## config.mk

```make
export PLATFORM = sky130hd
export DESIGN_NAME = position_pid_integral_separation_core
export DESIGN_NICKNAME = d
export VERILOG_FILES = /design/src/sv/pidis_pkg.sv /design/src/sv/pidis_mul.sv /design/src/sv/pidis_div.sv /design/src/sv/position_pid_integral_separation_core.sv
export SDC_FILE = /design/constraint.sdc
export NUM_CORES = 2
export LEC_CHECK = 0
export ABC_CLOCK_PERIOD_IN_PS = 14350
export BUFFER_PORTS_ARGS = -buffer_cell sky130_fd_sc_hd__buf_4
export CAP_MARGIN = 10
export CORE_MARGIN = 5
export CORE_UTILIZATION = 40
export CTS_BUF_LIST = sky130_fd_sc_hd__clkbuf_16
export DETAILED_ROUTE_END_ITERATION = 10
export HOLD_SLACK_MARGIN = 0.15
export SYNTH_ARGS = -nofsm -noshare
export SYNTH_HDL_FRONTEND = slang
export SYNTH_SLANG_ARGS = --single-unit
```

## constraint.sdc

```tcl
create_clock -name clk -period 14.35 [get_ports clk]
set_input_delay 4.305 -clock clk [delete_from_list [all_inputs] [get_ports clk]]
set_output_delay 4.305 -clock clk [all_outputs]
set_load 0.005 [all_outputs]
```

## src/sv/pidis_pkg.sv

```systemverilog
// ============================================================================
// pidis_pkg: shared types and constants for the positional PID core
// Holds the sequencer state type, register codes and fixed field widths.
// ============================================================================
package pidis_pkg;

    // Width of a gain or weight operand fed to the serial multiplier
    localparam int GAIN_W = 31;

    // Width of the fixed Q16.16 stream fields
    localparam int FIELD_W = 32;

    // Configuration register codes
    localparam int CFG_IDX_W = 3;
    localparam logic [CFG_IDX_W-1:0] REG_GAIN_P    = 3'd0;
    localparam logic [CFG_IDX_W-1:0] REG_GAIN_I    = 3'd1;
    localparam logic [CFG_IDX_W-1:0] REG_GAIN_D    = 3'd2;
    localparam logic [CFG_IDX_W-1:0] REG_INT_LIM   = 3'd3;
    localparam logic [CFG_IDX_W-1:0] REG_OUT_LIM   = 3'd4;
    localparam logic [CFG_IDX_W-1:0] REG_SEP_EN    = 3'd5;
    localparam logic [CFG_IDX_W-1:0] REG_SEP_BEGIN = 3'd6;
    localparam logic [CFG_IDX_W-1:0] REG_SEP_FULL  = 3'd7;

    // Sequencer states
    typedef enum logic [2:0] {
        ST_IDLE,
        ST_PREP,
        ST_MUL1,
        ST_WAIT1,
        ST_MUL2,
        ST_WAIT2,
        ST_SUM
    } pidis_state_t;

endpackage

```

## src/sv/pidis_mul.sv

```systemverilog
// ============================================================================
// pidis_mul: bit-serial signed-by-unsigned fractional multiplier
// Shift-add over one gain bit per cycle, then (|v|*g) >> FB saturated.
// ============================================================================
module pidis_mul
    import pidis_pkg::*;
#(
    parameter int DW = 32,
    parameter int FB = 16
)
(
    input  logic                 clk,
    input  logic                 rst_n,
    input  logic                 start,
    input  logic signed [DW-1:0] v,
    input  logic [GAIN_W-1:0]    g,
    output logic                 done,
    output logic signed [DW-1:0] res
);

    localparam int PW    = DW + GAIN_W;
    localparam int QW    = PW - FB;
    localparam int CNT_W = $clog2(GAIN_W + 1);
    localparam logic [QW-1:0] LIM = QW'(1) << (DW - 1);
    localparam logic [DW-1:0] POS_MAX = {1'b0, {(DW-1){1'b1}}};

    logic              busy_reg;
    logic [CNT_W-1:0]  cnt_reg;
    logic              neg_reg;
    logic [DW-1:0]     m_reg;
    logic [GAIN_W-1:0] g_reg;
    logic [DW-1:0]     hi_reg;
    logic [GAIN_W-1:0] lo_reg;
    logic [DW-1:0]     res_reg;
    logic              done_reg;

    logic [DW:0]       step_sum;
    logic [PW-1:0]     prod;
    logic [QW-1:0]     quo;
    logic [DW-1:0]     mag;
    logic [DW-1:0]     res_next;

    // One partial product per cycle
    assign step_sum = {1'b0, hi_reg} + (g_reg[0] ? {1'b0, m_reg} : '0);

    // Scale, saturate and restore the sign
    always_comb
    begin
        prod = {hi_reg, lo_reg};
        quo  = prod[PW-1:FB];
        mag  = (quo > LIM) ? LIM[DW-1:0] : quo[DW-1:0];
        if (neg_reg)
        begin
            res_next = ~mag + 1'b1;
        end
        else
        begin
            res_next = mag[DW-1] ? POS_MAX : mag;
        end
    end

    // Control
    always_ff @(posedge clk or negedge rst_n)
    begin
        if (!rst_n)
        begin
            busy_reg <= 1'b0;
            cnt_reg  <= '0;
            done_reg <= 1'b0;
        end
        else
        begin
            done_reg <= 1'b0;
            if (start)
            begin
                busy_reg <= 1'b1;
                cnt_reg  <= CNT_W'(GAIN_W);
            end
            else if (busy_reg)
            begin
                if (cnt_reg != '0)
                begin
                    cnt_reg <= cnt_reg - 1'b1;
                end
                else
                begin
                    busy_reg <= 1'b0;
                    done_reg <= 1'b1;
                end
            end
        end
    end

    // Datapath
    always_ff @(posedge clk)
    begin
        if (start)
        begin
            neg_reg <= v[DW-1];
            m_reg   <= v[DW-1] ? (~v + 1'b1) : v;
            g_reg   <= g;
            hi_reg  <= '0;
            lo_reg  <= '0;
        end
        else if (busy_reg)
        begin
            if (cnt_reg != '0)
            begin
                hi_reg <= step_sum[DW:1];
                lo_reg <= {step_sum[0], lo_reg[GAIN_W-1:1]};
                g_reg  <= g_reg >> 1;
            end
            else
            begin
                res_reg <= res_next;
            end
        end
    end

    assign done = done_reg;
    assign res  = res_reg;

endmodule

```

## src/sv/pidis_div.sv

```systemverilog
// ============================================================================
// pidis_div: restoring divider for the separation weight
// Computes (num << FB) / den one quotient bit per cycle, num <= den.
// ============================================================================
module pidis_div
    import pidis_pkg::*;
#(
    parameter int FB = 16
)
(
    input  logic              clk,
    input  logic              rst_n,
    input  logic              start,
    input  logic [GAIN_W-1:0] num,
    input  logic [GAIN_W-1:0] den,
    output logic [FB:0]       quo
);

    localparam int CNT_W = $clog2(FB + 2);

    logic              busy_reg;
    logic [CNT_W-1:0]  cnt_reg;
    logic [GAIN_W:0]   rem_reg;
    logic [GAIN_W-1:0] den_reg;
    logic [FB:0]       quo_reg;

    logic              fits;
    logic [GAIN_W:0]   rem_sub;

    assign fits    = rem_reg >= {1'b0, den_reg};
    assign rem_sub = fits ? (rem_reg - {1'b0, den_reg}) : rem_reg;

    // Control
    always_ff @(posedge clk or negedge rst_n)
    begin
        if (!rst_n)
        begin
            busy_reg <= 1'b0;
            cnt_reg  <= '0;
        end
        else if (start)
        begin
            busy_reg <= 1'b1;
            cnt_reg  <= CNT_W'(FB + 1);
        end
        else if (busy_reg)
        begin
            if (cnt_reg == CNT_W'(1))
            begin
                busy_reg <= 1'b0;
            end
            cnt_reg <= cnt_reg - 1'b1;
        end
    end

    // Subtract, shift in a quotient bit, double the remainder
    always_ff @(posedge clk)
    begin
        if (start)
        begin
            rem_reg <= {1'b0, num};
            den_reg <= den;
            quo_reg <= '0;
        end
        else if (busy_reg)
        begin
            quo_reg <= {quo_reg[FB-1:0], fits};
            rem_reg <= {rem_sub[GAIN_W-1:0], 1'b0};
        end
    end

    assign quo = quo_reg;

endmodule

```

## src/sv/position_pid_integral_separation_core.sv

```systemverilog
// ============================================================================
// position_pid_integral_separation_core: positional PID with integral separation
// Q16.16 error, clamped integral and derivative terms on bit-serial multipliers.
// ============================================================================
//  channel  | signals                         | content
//  s_axis   | tvalid tready tdata[63:0]       | target, measured
//  m_axis   | tvalid tready tdata[31:0]       | drive
//  cfg      | valid ready index[2:0] data[31:0]| register writes, always ready
//
//  An item runs through prep, two multiplier passes (start, 31 shift-add
//  steps, then the result and the done strobe; P, D and gain*integral in
//  parallel, then times the weight k) and the final sum; the next item is
//  accepted only in the idle state after that. The weight divider runs
//  beside the first pass. Reset clears the registers, the integral and the
//  previous error. A finished drive waits in the output register; the
//  next item is taken meanwhile and stalls only at its final sum if the drive
//  is still untaken.
// ============================================================================
module position_pid_integral_separation_core
    import pidis_pkg::*;
#(
    parameter int DATA_WIDTH = 32,
    parameter int FRAC_BITS  = 16
)
(
    input  logic                 clk,
    input  logic                 rst_n,
    input  logic                 s_axis_tvalid,
    output logic                 s_axis_tready,
    input  logic [2*FIELD_W-1:0] s_axis_tdata,   // target, measured
    output logic                 m_axis_tvalid,
    input  logic                 m_axis_tready,
    output logic [FIELD_W-1:0]   m_axis_tdata,   // drive
    input  logic                 cfg_valid,
    output logic                 cfg_ready,
    input  logic [CFG_IDX_W-1:0] cfg_index,
    input  logic [FIELD_W-1:0]   cfg_data
);

    localparam int DW = DATA_WIDTH;
    localparam int AW = (DW > FIELD_W) ? DW : FIELD_W;
    localparam int CW = AW + 3;
    localparam logic signed [CW-1:0] DMAX = {{(CW-DW+1){1'b0}}, {(DW-1){1'b1}}};
    localparam logic signed [CW-1:0] DMIN = ~DMAX;
    localparam logic signed [CW-1:0] FMAX = {{(CW-FIELD_W+1){1'b0}}, {(FIELD_W-1){1'b1}}};
    localparam logic signed [CW-1:0] FMIN = ~FMAX;
    localparam logic [FRAC_BITS:0]   K_ONE = {1'b1, {FRAC_BITS{1'b0}}};

    // Saturate to signed DW bits
    function automatic logic signed [CW-1:0] sat_dw(input logic signed [CW-1:0] x);
        logic signed [CW-1:0] r;
        r = x;
        if (x > DMAX)
        begin
            r = DMAX;
        end
        else if (x < DMIN)
        begin
            r = DMIN;
        end
        return r;
    endfunction

    // Clamp to +/- a 31-bit limit
    function automatic logic signed [CW-1:0] clamp_sym(input logic signed [CW-1:0] x,
                                                       input logic [GAIN_W-1:0] lim);
        logic signed [CW-1:0] l;
        logic signed [CW-1:0] r;
        l = $signed(CW'(lim));
        r = x;
        if (x < -l)
        begin
            r = -l;
        end
        else if (x > l)
        begin
            r = l;
        end
        return r;
    endfunction

    function automatic logic signed [CW-1:0] ext(input logic signed [DW-1:0] x);
        return {{(CW-DW){x[DW-1]}}, x};
    endfunction

    pidis_state_t state_reg, state_next;

    logic [GAIN_W-1:0] gain_p_reg, gain_i_reg, gain_d_reg;
    logic [GAIN_W-1:0] int_lim_reg, out_lim_reg, sep_begin_reg, sep_full_reg;
    logic              sep_en_reg;

    logic signed [DW-1:0] err_reg, sum_reg, last_reg, dv_reg;
    logic                 kz_reg, k1_reg;
    logic [FIELD_W-1:0]   out_data_reg;
    logic                 out_valid_reg;

    logic                 in_xfer;
    logic                 out_free;
    logic                 start1, start2, div_start;
    logic signed [CW-1:0] diff_in, aerr, es_next, sum_w, drive_w;
    logic                 over_begin;
    logic [GAIN_W-1:0]    div_num, div_den;
    logic [FRAC_BITS:0]   div_q, k_sel;
    logic                 p_done, i_done, d_done;
    logic signed [DW-1:0] p_res, i_res, d_res, i_v;
    logic [GAIN_W-1:0]    i_g;

    assign cfg_ready = 1'b1;
    assign in_xfer   = s_axis_tvalid && s_axis_tready;
    assign out_free  = !out_valid_reg || m_axis_tready;

    // Register writes
    always_ff @(posedge clk or negedge rst_n)
    begin
        if (!rst_n)
        begin
            gain_p_reg    <= '0;
            gain_i_reg    <= '0;
            gain_d_reg    <= '0;
            int_lim_reg   <= '0;
            out_lim_reg   <= '0;
            sep_en_reg    <= 1'b0;
            sep_begin_reg <= '0;
            sep_full_reg  <= '0;
        end
        else if (cfg_valid && cfg_ready)
        begin
            case (cfg_index)
                REG_GAIN_P:    gain_p_reg    <= cfg_data[GAIN_W-1:0];
                REG_GAIN_I:    gain_i_reg    <= cfg_data[GAIN_W-1:0];
                REG_GAIN_D:    gain_d_reg    <= cfg_data[GAIN_W-1:0];
                REG_INT_LIM:   int_lim_reg   <= cfg_data[GAIN_W-1:0];
                REG_OUT_LIM:   out_lim_reg   <= cfg_data[GAIN_W-1:0];
                REG_SEP_EN:    sep_en_reg    <= cfg_data[0];
                REG_SEP_BEGIN: sep_begin_reg <= cfg_data[GAIN_W-1:0];
                REG_SEP_FULL:  sep_full_reg  <= cfg_data[GAIN_W-1:0];
                default:       sep_en_reg    <= sep_en_reg;
            endcase
        end
    end

    // Next state
    always_comb
    begin
        state_next = state_reg;
        case (state_reg)
            ST_IDLE:  if (in_xfer) state_next = ST_PREP;
            ST_PREP:  state_next = ST_MUL1;
            ST_MUL1:  state_next = ST_WAIT1;
            ST_WAIT1: if (i_done && p_done && d_done) state_next = ST_MUL2;
            ST_MUL2:  state_next = ST_WAIT2;
            ST_WAIT2: if (i_done) state_next = ST_SUM;
            ST_SUM:   if (out_free) state_next = ST_IDLE;
            default:  state_next = ST_IDLE;
        endcase
    end

    // Sequencer outputs
    always_comb
    begin
        s_axis_tready = 1'b0;
        start1        = 1'b0;
        start2        = 1'b0;
        div_start     = 1'b0;
        case (state_reg)
            ST_IDLE: s_axis_tready = 1'b1;
            ST_PREP: div_start     = 1'b1;
            ST_MUL1: start1        = 1'b1;
            ST_MUL2: start2        = 1'b1;
            default: s_axis_tready = 1'b0;
        endcase
    end

    always_ff @(posedge clk or negedge rst_n)
    begin
        if (!rst_n)
        begin
            state_reg <= ST_IDLE;
        end
        else
        begin
            state_reg <= state_next;
        end
    end

    // Error, separation decision and integral update
    always_comb
    begin
        diff_in = $signed({{(CW-FIELD_W){s_axis_tdata[FIELD_W-1]}},
                           s_axis_tdata[FIELD_W-1:0]})
                - $signed({{(CW-FIELD_W){s_axis_tdata[2*FIELD_W-1]}},
                           s_axis_tdata[2*FIELD_W-1:FIELD_W]});
        aerr       = err_reg[DW-1] ? -ext(err_reg) : ext(err_reg);
        over_begin = sep_en_reg && (aerr > $signed(CW'(sep_begin_reg)));
        es_next    = over_begin ? ext(sum_reg) : sat_dw(ext(sum_reg) + ext(err_reg));
        es_next    = clamp_sym(es_next, int_lim_reg);
        div_num    = sep_begin_reg - aerr[GAIN_W-1:0];
        div_den    = sep_begin_reg - sep_full_reg;
    end

    always_ff @(posedge clk or negedge rst_n)
    begin
        if (!rst_n)
        begin
            sum_reg  <= '0;
            last_reg <= '0;
        end
        else if (state_reg == ST_PREP)
        begin
            sum_reg  <= DW'(es_next);
            last_reg <= err_reg;
        end
    end

    always_ff @(posedge clk)
    begin
        if (in_xfer)
        begin
            err_reg <= DW'(sat_dw(diff_in));
        end
        if (state_reg == ST_PREP)
        begin
            dv_reg <= DW'(sat_dw(ext(err_reg) - ext(last_reg)));
            kz_reg <= over_begin;
            k1_reg <= !sep_en_reg || (aerr < $signed(CW'(sep_full_reg)))
                   || (sep_begin_reg == sep_full_reg);
        end
    end

    pidis_div #(.FB(FRAC_BITS)) u_div (
        .clk   (clk),
        .rst_n (rst_n),
        .start (div_start),
        .num   (div_num),
        .den   (div_den),
        .quo   (div_q)
    );

    // Integral weight
    always_comb
    begin
        if (kz_reg)
        begin
            k_sel = '0;
        end
        else if (k1_reg)
        begin
            k_sel = K_ONE;
        end
        else
        begin
            k_sel = div_q;
        end
    end

    pidis_mul #(.DW(DW), .FB(FRAC_BITS)) u_mul_p (
        .clk   (clk),
        .rst_n (rst_n),
        .start (start1),
        .v     (err_reg),
        .g     (gain_p_reg),
        .done  (p_done),
        .res   (p_res)
    );

    pidis_mul #(.DW(DW), .FB(FRAC_BITS)) u_mul_d (
        .clk   (clk),
        .rst_n (rst_n),
        .start (start1),
        .v     (dv_reg),
        .g     (gain_d_reg),
        .done  (d_done),
        .res   (d_res)
    );

    // Integral path runs twice: gain, then weight
    assign i_v = start2 ? i_res : sum_reg;
    assign i_g = start2 ? GAIN_W'(k_sel) : gain_i_reg;

    pidis_mul #(.DW(DW), .FB(FRAC_BITS)) u_mul_i (
        .clk   (clk),
        .rst_n (rst_n),
        .start (start1 || start2),
        .v     (i_v),
        .g     (i_g),
        .done  (i_done),
        .res   (i_res)
    );

    // Final sum, output clamp and field saturation
    always_comb
    begin
        sum_w   = sat_dw(ext(p_res) + ext(i_res) + ext(d_res));
        drive_w = clamp_sym(sum_w, out_lim_reg);
        if (drive_w > FMAX)
        begin
            drive_w = FMAX;
        end
        else if (drive_w < FMIN)
        begin
            drive_w = FMIN;
        end
    end

    // Output register
    always_ff @(posedge clk or negedge rst_n)
    begin
        if (!rst_n)
        begin
            out_valid_reg <= 1'b0;
        end
        else if (state_reg == ST_SUM && out_free)
        begin
            out_valid_reg <= 1'b1;
        end
        else if (m_axis_tready)
        begin
            out_valid_reg <= 1'b0;
        end
    end

    always_ff @(posedge clk)
    begin
        if (state_reg == ST_SUM && out_free)
        begin
            out_data_reg <= drive_w[FIELD_W-1:0];
        end
    end

    assign m_axis_tvalid = out_valid_reg;
    assign m_axis_tdata  = out_data_reg;

endmodule

```

==> flow_metrics.py <==
metrics = {
    "cts": {
        "cts_tree": "built",
        "cts_made_buffers": 106,
        "hold_buffers": 0,
        "clock_sinks": 920,
        "clkLatencyLatePin_ns": 0.76,
        "root_buffer": "clkbuf_16",
        "cts_resized": 0,
        "path_clk_slew_ns": 0.06,
        "post-cts-setup-buffer-count": 0,
        "cts.path.max_buffers": 3,
        "htree_levels": 3,
    },
    "sta": {
        "rsz0062_at_grt": "false",
        "slew_headroom_pct": 12.1,
        "fin_setup_tns_ns": 0,
        "fin_crit_ns": 11.35,
        "holdWs_ns": 0.476,
        "fmax_mhz": 88.1,
        "post-route-period-util_pct": 79.1,
        "worst_clock_skew_ns": 0.0761,
        "finalSetupViolCount": 0,
        "worst_pin_slew_ns": 1.31,
        "hold_viol_final": 0,
        "finalMaxSlewViolations": 0,
    },
    "global_routing": {
        "globalRouteOverflowTotal": 0,
        "grt_max_degree": 122,
        "antenna_found_initial": 7,
        "grt_util_all_layers_pct": 22.3,
        "grt_pass1_wl_um": 294000,
        "grt_pass1_vias": 48800,
    },
    "synthesis": {
        "syn_nets": 7518,
        "yosysTopAreaCellShare_pct": 21.2,
        "synth_ff_type": "edfxtp_1",
        "synth_edf_count": 448,
        "ys_warn_count": 0,
        "async_reset_ff_share_pct": 34.0,
        "netlist_top_cells_area": "edfxtp_1 (21%), dfrtp_1 (12%), ha_1 (10%)",
        "yosysSeqAreaShare_pct": 38.6,
        "synthesis.area_mm2": 0.0634,
        "synth_seq_cells": 920,
        "yosysTopAreaCell": "edfxtp_1",
        "ys_types": 112,
        "synthCells": 6848,
        "avgSynthCellArea_um2": 9.26,
    },
    "setup_path": {
        "path_max_fanout": 43,
        "startpoint": "err_reg[0]",
        "required_ns": 15.02,
        "crit_family": "compound AO/OA/AOI/OAI gates",
        "r2r_setup_slack_ns": 3.00,
        "arrival_ns": 12.02,
        "worst_path_max_delay_cell": "nor2_1",
        "reg2reg_from": "err_reg[0]",
        "path_buf_inv": 5,
        "endpoint_kind": "flop",
        "criticalPathCategory": "reg2reg",
        "start_kind": "flop",
        "cpMostUsedCell": "nand2_1",
        "max_stage_delay_ns": 0.94,
    },
    "routing": {
        "vias": 51400,
        "drt_iter0_markers": 4453,
        "via_per_inst": 5.69,
        "first_pass_iters": 6,
        "wire_per_inst_um": 21.3,
        "ant_nets": 0,
        "drc": 0,
        "postRouteWirelength_um": 192000,
    },
    "die": {
        "rows": 146,
        "die_area_mm2": 0.167,
        "core-area_mm2": 0.158,
        "die_x_um": 408,
        "chipHeight_um": 408,
        "initial_core_util_pct": 40.1,
        "boundaryPins": 139,
    },
    "final_layout": {
        "final_common_cell": "nand2_1",
        "final_cell_mix": "nand2_1 (822), a21oi_1 (579), ha_1 (524)",
        "diodes": 0,
        "final_util_pct": 44.3,
        "final_area_mm2": 0.0700,
        "nNetsFinal": 7546,
        "drive_gt1_share_pct": 9.99,
        "syn_to_final_growth_pct": 10.5,
    },
    "min_path": {
        "hold_path.class": "reg2reg",
        "min_from": "u_mul_p.hi_reg[21]",
    },
    "placement": {
        "gp_congestion": 0.926,
        "dpl_cell_area_mm2": 0.0665,
        "portBuffers": 136,
        "hpwl_um": 142000,
    },
    "pwr": {
        "power_density_mw_per_mm2": 102,
        "pwr-share-clk_pct": 37.9,
        "swShare_pct": 30.2,
        "power_switching_mw": 2.16,
        "intPower_mw": 4.98,
        "seqPwrFrac_pct": 42.8,
        "combPwrFrac_pct": 19.3,
        "ir_drop_mv": 0.118,
        "p_leak_nw": 29.5,
    },
    "outcome": {
        "status": "finished, final reports clean",
    },
    "run": {
        "max-cap-violations": 0,
    },
}
-- metal layers --
metal	track usage [%]	share of wire [%]	up-vias
met5	0	0	-
met4	7.05	3.4	0
met3	3.32	5.9	304
met2	35.0	44	1459
met1	31.8	47	24800
li1	-	-	24800
-- cells in the mapped netlist, drive strengths merged, types with 159 or more instances --
library cell	count
o21ai	431
inv	386
nor2	398
edfxtp	448
mux2	191
a21o	174
clkbuf	235
nand2	823
ha	524
a21oi	585
dfxtp	159
xnor2	312
nor3	172
dfrtp	313
-- worst paths after layout --
check | endpoint | cells after the start
setup / recovery | sum_reg[8] | 34
hold / removal | u_mul_p.hi_reg[21] | 2
setup reg to reg | sum_reg[8] | 34
hold reg to reg | u_mul_p.hi_reg[21] | 2
max in group asynchronous | sep_full_reg[28] | 3
min in group asynchronous | gain_d_reg[18] | 1
-- tightest hold or removal path: stages, from the launching register on --
cell	delay, ns
dfxtp_1	0.33
nand2_1	0.06
a21oi_1	0.05
-- cells by family after synthesis --
logic type	count (synthesis)	share of synthesized area, %
AND/OR/NAND/NOR	2086	15.6
multiplexers	271	4.66
AO/OA/AOI/OAI	1849	18.7
flip-flops	920	38.6
buffers and inverters	684	4.20
adder cells (fa/ha/maj)	579	11.9
other	1	0.00592
XOR/XNOR	458	6.34
-- power by group through the flow --
stage / Clock, mW / Combinational, mW / Sequential [mW]
finish: 2.70 / 1.38 / 3.05
global route: 2.88 / 1.53 / 3.06
CTS: 2.77 / 1.37 / 3.05
detailed placement: 0 / 1.36 / 3.10
global placement: 0 / 1.35 / 3.10
floorplan: 0 / 0.990 / 3.04
-- metrics by stage --
step / worst slack [ns] / cells / power (mW)
floorplan: 6.65 / 6848 / 4.03
global placement: 3.27 / 8838 / 4.44
detailed placement: 3.14 / 8838 / 4.46
CTS: 3.10 / 9040 / 7.20
global route: 2.42 / 9042 / 7.48
finish: 3.00 / 9042 / 7.14
-- cell type report --
class | count | area [um^2]
inverters | 390 | 1480
flip-flops and latches | 920 | 24500
clock buffers | 107 | 2680
well taps | 2072 | 2590
fillers | 15200 | 88000
repair buffers | 214 | 1630
clock inverters | 95 | 798
multi-input cells | 5244 | 36400
Power figures use the tool's default switching activity.
